$ cat src/rtl/core/assert_macros.svh
// Assertion helpers used by the top-level RTL.
`ifndef ASSERT_MACROS_SVH
`define ASSERT_MACROS_SVH

// Implication checked on every rising clock edge outside reset.
`define CAU_ASSERT_IMP(lbl, ck, rn, ante, cons, msg) \
	lbl: assert property (@(posedge ck) disable iff (!(rn)) (ante) |-> (cons)) \
		else $error(msg);

// Condition that must never be seen outside reset.
`define CAU_ASSERT_NEVER(lbl, ck, rn, cond, msg) \
	lbl: assert property (@(posedge ck) disable iff (!(rn)) !(cond)) \
		else $error(msg);

`endif

$ cat src/rtl/core/cau_pkg.sv
`default_nettype none

package cau_pkg;

	// Word format: signed fixed point, W bits with F fraction bits
	localparam int W  = 16;
	localparam int F  = 8;
	localparam int PW = 2 * W;       // product and sum-of-squares width
	localparam int QB = W + F + 1;   // quotient bits, one guard bit for rounding

	localparam logic [W-1:0] SMAX = {1'b0, {(W-1){1'b1}}};
	localparam logic [W-1:0] SMIN = {1'b1, {(W-1){1'b0}}};

	// Magnitude limits for packing a sign/magnitude value
	localparam logic [PW:0] LIM_POS = {{(PW+2-W){1'b0}}, {(W-1){1'b1}}};
	localparam logic [PW:0] LIM_NEG = LIM_POS + (PW+1)'(1);
	localparam logic [PW:0] HALF    = (F == 0) ? '0 : ((PW+1)'(1) << ((F == 0) ? 0 : F - 1));
	localparam logic [PW:0] OVF_MAG = (PW+1)'(1) << W;

	typedef enum logic [2:0] {
		OP_ADD = 3'd0,
		OP_SUB = 3'd1,
		OP_MUL = 3'd2,
		OP_DIV = 3'd3,
		OP_MAG = 3'd4
	} op_t;

	typedef struct packed {
		logic         sat;
		logic [W-1:0] val;
	} pack_t;

	// Result fields settled early in the pipe (add, subtract, multiply)
	typedef struct packed {
		logic [2:0]   kind;
		logic         eq;
		logic [W-1:0] re;
		logic [W-1:0] im;
		logic         sat;
	} cau_base_t;

	// Word carried through the divide / square root stages
	typedef struct packed {
		cau_base_t     base;
		logic          dz;
		logic          neg_re;
		logic          neg_im;
		logic          ovf_re;
		logic          ovf_im;
		logic [PW-1:0] den;
		logic [PW-1:0] rem_re;
		logic [PW-1:0] rem_im;
		logic [QB-1:0] dl_re;
		logic [QB-1:0] dl_im;
		logic [QB-1:0] q_re;
		logic [QB-1:0] q_im;
		logic [PW-1:0] sq_x;
		logic [W-1:0]  sq_r;
	} cau_it_t;

	typedef struct packed {
		logic [W-1:0] re;
		logic [W-1:0] im;
		logic         eq;
		logic         dz;
		logic         sat;
	} cau_res_t;

	// Clamp a W+1 bit sum to W bits
	function automatic pack_t sat_add(input logic [W:0] v);
		pack_t p;
		if (v[W] != v[W-1]) begin
			p.sat = 1'b1;
			p.val = v[W] ? SMIN : SMAX;
		end else begin
			p.sat = 1'b0;
			p.val = v[W-1:0];
		end
		return p;
	endfunction

	// Round to nearest, ties away from zero, dropping F bits of a magnitude
	function automatic logic [PW:0] round_sh(input logic [PW-1:0] mag);
		return ({1'b0, mag} + HALF) >> F;
	endfunction

	// Apply sign to a magnitude and saturate to W bits
	function automatic pack_t round_pack(input logic neg, input logic [PW:0] mag);
		pack_t p;
		p.sat = 1'b0;
		if (neg) begin
			if (mag > LIM_NEG) begin
				p.sat = 1'b1;
				p.val = SMIN;
			end else begin
				p.val = -mag[W-1:0];
			end
		end else begin
			if (mag > LIM_POS) begin
				p.sat = 1'b1;
				p.val = SMAX;
			end else begin
				p.val = mag[W-1:0];
			end
		end
		return p;
	endfunction

endpackage

`default_nettype wire

$ cat src/rtl/core/cau_back.sv
`default_nettype none

// Final rounding of quotient and root, result select, output register
module cau_back import cau_pkg::*; (
	input  wire logic    clk,
	input  wire logic    arst_n,
	input  wire logic    in_valid,
	output logic         in_ready,
	input  wire cau_it_t in_data,
	output logic         out_valid,
	output cau_res_t     out_data,
	input  wire logic    out_ready
);

	logic     v_q;
	cau_res_t res_q;
	cau_res_t res_n;

	logic [QB-1:0] qr_re, qr_im;
	logic [W:0]    root;
	pack_t         pd_re, pd_im, pr;

	always_comb begin
		// drop the guard bit with rounding
		qr_re = QB'(({1'b0, in_data.q_re} + (QB+1)'(1)) >> 1);
		qr_im = QB'(({1'b0, in_data.q_im} + (QB+1)'(1)) >> 1);
		pd_re = round_pack(in_data.neg_re, in_data.ovf_re ? OVF_MAG : (PW+1)'(qr_re));
		pd_im = round_pack(in_data.neg_im, in_data.ovf_im ? OVF_MAG : (PW+1)'(qr_im));
		// round the root up when the remainder exceeds it
		root  = {1'b0, in_data.sq_r} + (W+1)'(in_data.sq_x > PW'(in_data.sq_r));
		pr    = round_pack(1'b0, (PW+1)'(root));

		res_n    = '0;
		res_n.eq = in_data.base.eq;
		case (op_t'(in_data.base.kind))
			OP_DIV: begin
				if (in_data.dz) begin
					res_n.dz = 1'b1;
				end else begin
					res_n.re  = pd_re.val;
					res_n.im  = pd_im.val;
					res_n.sat = pd_re.sat | pd_im.sat;
				end
			end
			OP_MAG: begin
				res_n.re  = pr.val;
				res_n.sat = pr.sat;
			end
			default: begin
				res_n.re  = in_data.base.re;
				res_n.im  = in_data.base.im;
				res_n.sat = in_data.base.sat;
			end
		endcase
	end

	assign in_ready = ~v_q | out_ready;

	always_ff @(posedge clk or negedge arst_n) begin
		if (!arst_n) begin
			v_q <= 1'b0;
		end else if (in_ready) begin
			v_q <= in_valid;
		end
	end

	always_ff @(posedge clk) begin
		if (in_ready) begin
			res_q <= res_n;
		end
	end

	assign out_valid = v_q;
	assign out_data  = res_q;

endmodule

`default_nettype wire

$ cat config.mk
export PLATFORM = sky130hd
export DESIGN_NAME = cau_back
export DESIGN_NICKNAME = d
export VERILOG_FILES = /design/src/rtl/core/assert_macros.svh /design/src/rtl/core/cau_pkg.sv /design/src/rtl/core/cau_back.sv
export SDC_FILE = /design/constraint.sdc
export NUM_CORES = 1
export LEC_CHECK = 0
export ABC_AREA = 1
export BUFFER_PORTS_ARGS = -buffer_cell sky130_fd_sc_hd__buf_4
export CORE_AREA = 2 2 127 129
export CTS_BUF_LIST = sky130_fd_sc_hd__clkbuf_16
export CTS_CLUSTER_DIAMETER = 80
export DETAILED_ROUTE_END_ITERATION = 7
export DIE_AREA = 0 0 129 131
export PLACE_DENSITY = 0.76
export SETUP_SLACK_MARGIN = 0.3
export SYNTH_ARGS = -nofsm -noshare
export SYNTH_HDL_FRONTEND = slang
export SYNTH_SLANG_ARGS = --single-unit
$ cat constraint.sdc
create_clock -name clk -period 3.3 [get_ports clk]
set_input_delay 0.66 -clock clk [delete_from_list [all_inputs] [get_ports clk]]
set_output_delay 0.66 -clock clk [all_outputs]
set_load 0.005 [all_outputs]
==> metrics.yaml <==
fillerInstances: 1524
synth_area_leaders: "nand2_1, edfxtp_1, nand3_1"
slew_violations: 0
core_sq_um: 15600
worst-path-stages: 24
die_y_microns: 131
grt_overflow: 0
cts.sinks: 36
reg2reg_depth: 2
path_buf_inv: 8
endpoint: "out_data[23]"
placed_cells: 1398
synth_top_area_frac: 0.194
fin_crit_ns: 3.49
finalHoldViolCount: 0
worstSetupStartpointType: "input pin"
slowest_stage: "nor4_4"
clockBufferDepth: 2
final_cell_mix: "nand2_1, buf_4, inv_1"
fin_skew_ns: 0.00257
failed_checks: "setup timing"
antenna_found_initial: 0
netlist_area_sq_um: 5710
yosysWarnings: 0
drt-wirelength-per-cell_microns: 14.1
first_pass_iters: 5
synth_cells: 965
drtIter0Drc: 508
finalSetupTns_ns: -1.94
syn_nets: 1279
fp.dieW_microns: 129
fin_cells: 1424
core.rowCount: 46
grt_pass1_wl_microns: 30600
cp-startpoint: "in_data[12]"
grt_use_total: 0.224
drc: 0
p_leak_uw: 0.00418
grt_pass1_vias: 6450
outcome: "finished with violations"
critPathArrivalTime_ns: 3.51
dpl.hpwl_microns: 16100
drtAntennaViolNets: 0
ys_ff_latch: 36
max-slew-margin-rel: 0.600
rr_startpoint: "out_valid"
finalSetupViolCount: 16
ys_async_sr_fraction: 0.0278
htree_levels: 2
gp_congestion: 0.886
crit_path_cell_trace: "buf_8, inv_4, ha_4, nand4_1, nor4_4, buf_4, buf_6, buf_6, inv_4, nor3_4, o21bai_2, ha_2, nand3_4, nor2_4, nand3_4, nor4_4, buf_4, nand2_4, nand3_4, buf_6, a21oi_2, nor2_1, a21oi_2, nand2_2"
worst_path_largest_cell_delay_ns: 0.33
portBuffers: 180
synth_edf_count: 35
root_buffer: "clkbuf_16"
start_util: 0.366
area_growth_pct: 45.1
peakVddDrop_mv: 0.231
yosysTopAreaCell: "nand2_1"
regToRegEndpoint: "out_data[32]"
dpl_worst_slack_ns: -0.464
path_max_fanout: 3
end_kind: "flop"
routed_via_density: 5.00
fmax_ghz: 0.287
hold_path_class: "input pin to asynchronous set/reset pin"
cts_hold_buf: 0
r2r_slack_ns: 2.05
power_density_nw_per_um2: 231
wl_microns: 20100
clk_latency_ns: 0.28
vias: 7121
cap_viol_max_count: 0
nets: 1521
drive_above_1_share: 0.303
syn_avg_cell_area_sq_um: 5.91
layout_setup_ws_ns: -0.186
diodes: 0
fin_crit_sh: 1.06
grt_max_degree: 37
required_ns: 3.32
cts_tree: "yes"
rsz0062_at_grt: "yes"
ys.flop_type: "edfxtp_1"
crit_type: "input pin to flop"
final_common_cell: "nand2_1"
clk_pin_slew_ns: 0.06
io_pins: 327
die_area_sq_um: 16900
seq_area_frac_synth: 0.189
cts_made_buffers: 5
worst_pin_slew_ns: 0.600
critPathTopFamily: "simple AND/OR/NAND/NOR gates"
synth_cell_type_count: 46
## sequential cells by signal, indices dropped and copies added (netlist names)
register   count
out_data      35
out_valid      1
## how the worst min path moves through the flow
| stage | from | end | slack, ns | depth (start not counted) |
|---|---|---|---|---|
| after CTS | arst_n | out_valid | 0.14 | 1 |
| after detailed placement | arst_n | out_valid | 0.44 | 1 |
| after floorplan | arst_n | out_valid | 0.36 | 0 |
| after global placement | arst_n | out_valid | 0.44 | 1 |
| final | arst_n | out_valid | 0.15 | 1 |
| after global routing | arst_n | out_valid | 0.14 | 1 |
## where the power goes
part           internal, uW  switching (uW)
registers               556            13.1
clock network           355             183
logic                   370             437
## synthesized netlist by cell type (8+ instances only)
library cell and n:
nor3_1 17, nand2_1 295, ha_1 24, nand4_1 28, nor2_4 9, o21bai_1 9
inv_1 133, xor2_1 18, nor2_1 110, o21ai_0 19, o21ai_1 11, nand3_2 12
a21oi_1 38, clkbuf_1 8, nand2_2 12, edfxtp_1 35, nor4_1 9, nor2_2 9
nand3_1 115
## timing repair
action | in CTS | in global routing
endpoints found under the setup margin | 16 | 17
cloned | 1 | 0
pin swaps | 22 | 20
buffers inserted | 11 | 6
resized for setup | 36 | 25
endpoints found under the hold margin | 0 | 0
## cell families after synthesis
| group | count (synthesis) | share of synthesized area |
|---|---|---|
| flip-flops | 36 | 0.189 |
| XOR/XNOR | 24 | 0.0368 |
| adder cells (fa/ha/maj) | 24 | 0.0526 |
| AO/OA/AOI/OAI | 91 | 0.0934 |
| AND/OR/NAND/NOR | 638 | 0.522 |
| buffers and inverters | 152 | 0.106 |
## per-stage QoR
stage	hold WS (ns)	util	power, uW	instance area, sq um
2_1_floorplan	0.364	-	953	5820
3_3_place_gp	0.443	0.497	1310	7750
3_5_place_dp	0.442	0.497	1330	7750
4_1_cts	0.141	0.523	1900	8150
5_1_grt	0.140	0.531	2030	8280
6_report	0.147	0.531	1910	8280
## layer usage
metal,vias to the layer above,wire length [microns],GRT usage
met5,-,0,0
met4,0,310,0.0460
met3,24,1660,0.0501
met2,247,8830,0.369
met1,3213,9290,0.303
li1,3637,-,-
## area by class of cell
| class | instances | area, sq um | share of cell area |
|---|---|---|---|
| clock buffers | 5 | 125 | 0.0151 |
| clock inverters | 3 | 42.5 | 0.00514 |
| inverters | 137 | 548 | 0.0662 |
| multi-input cells | 777 | 4290 | 0.518 |
| flip-flops and latches | 36 | 1080 | 0.130 |
| well taps | 216 | 270 | 0.0326 |
| repair buffers | 249 | 1930 | 0.233 |
| repair inverters | 1 | 3.75 | 0.000453 |
No activity file was read; power rests on OpenSTA's default activity.
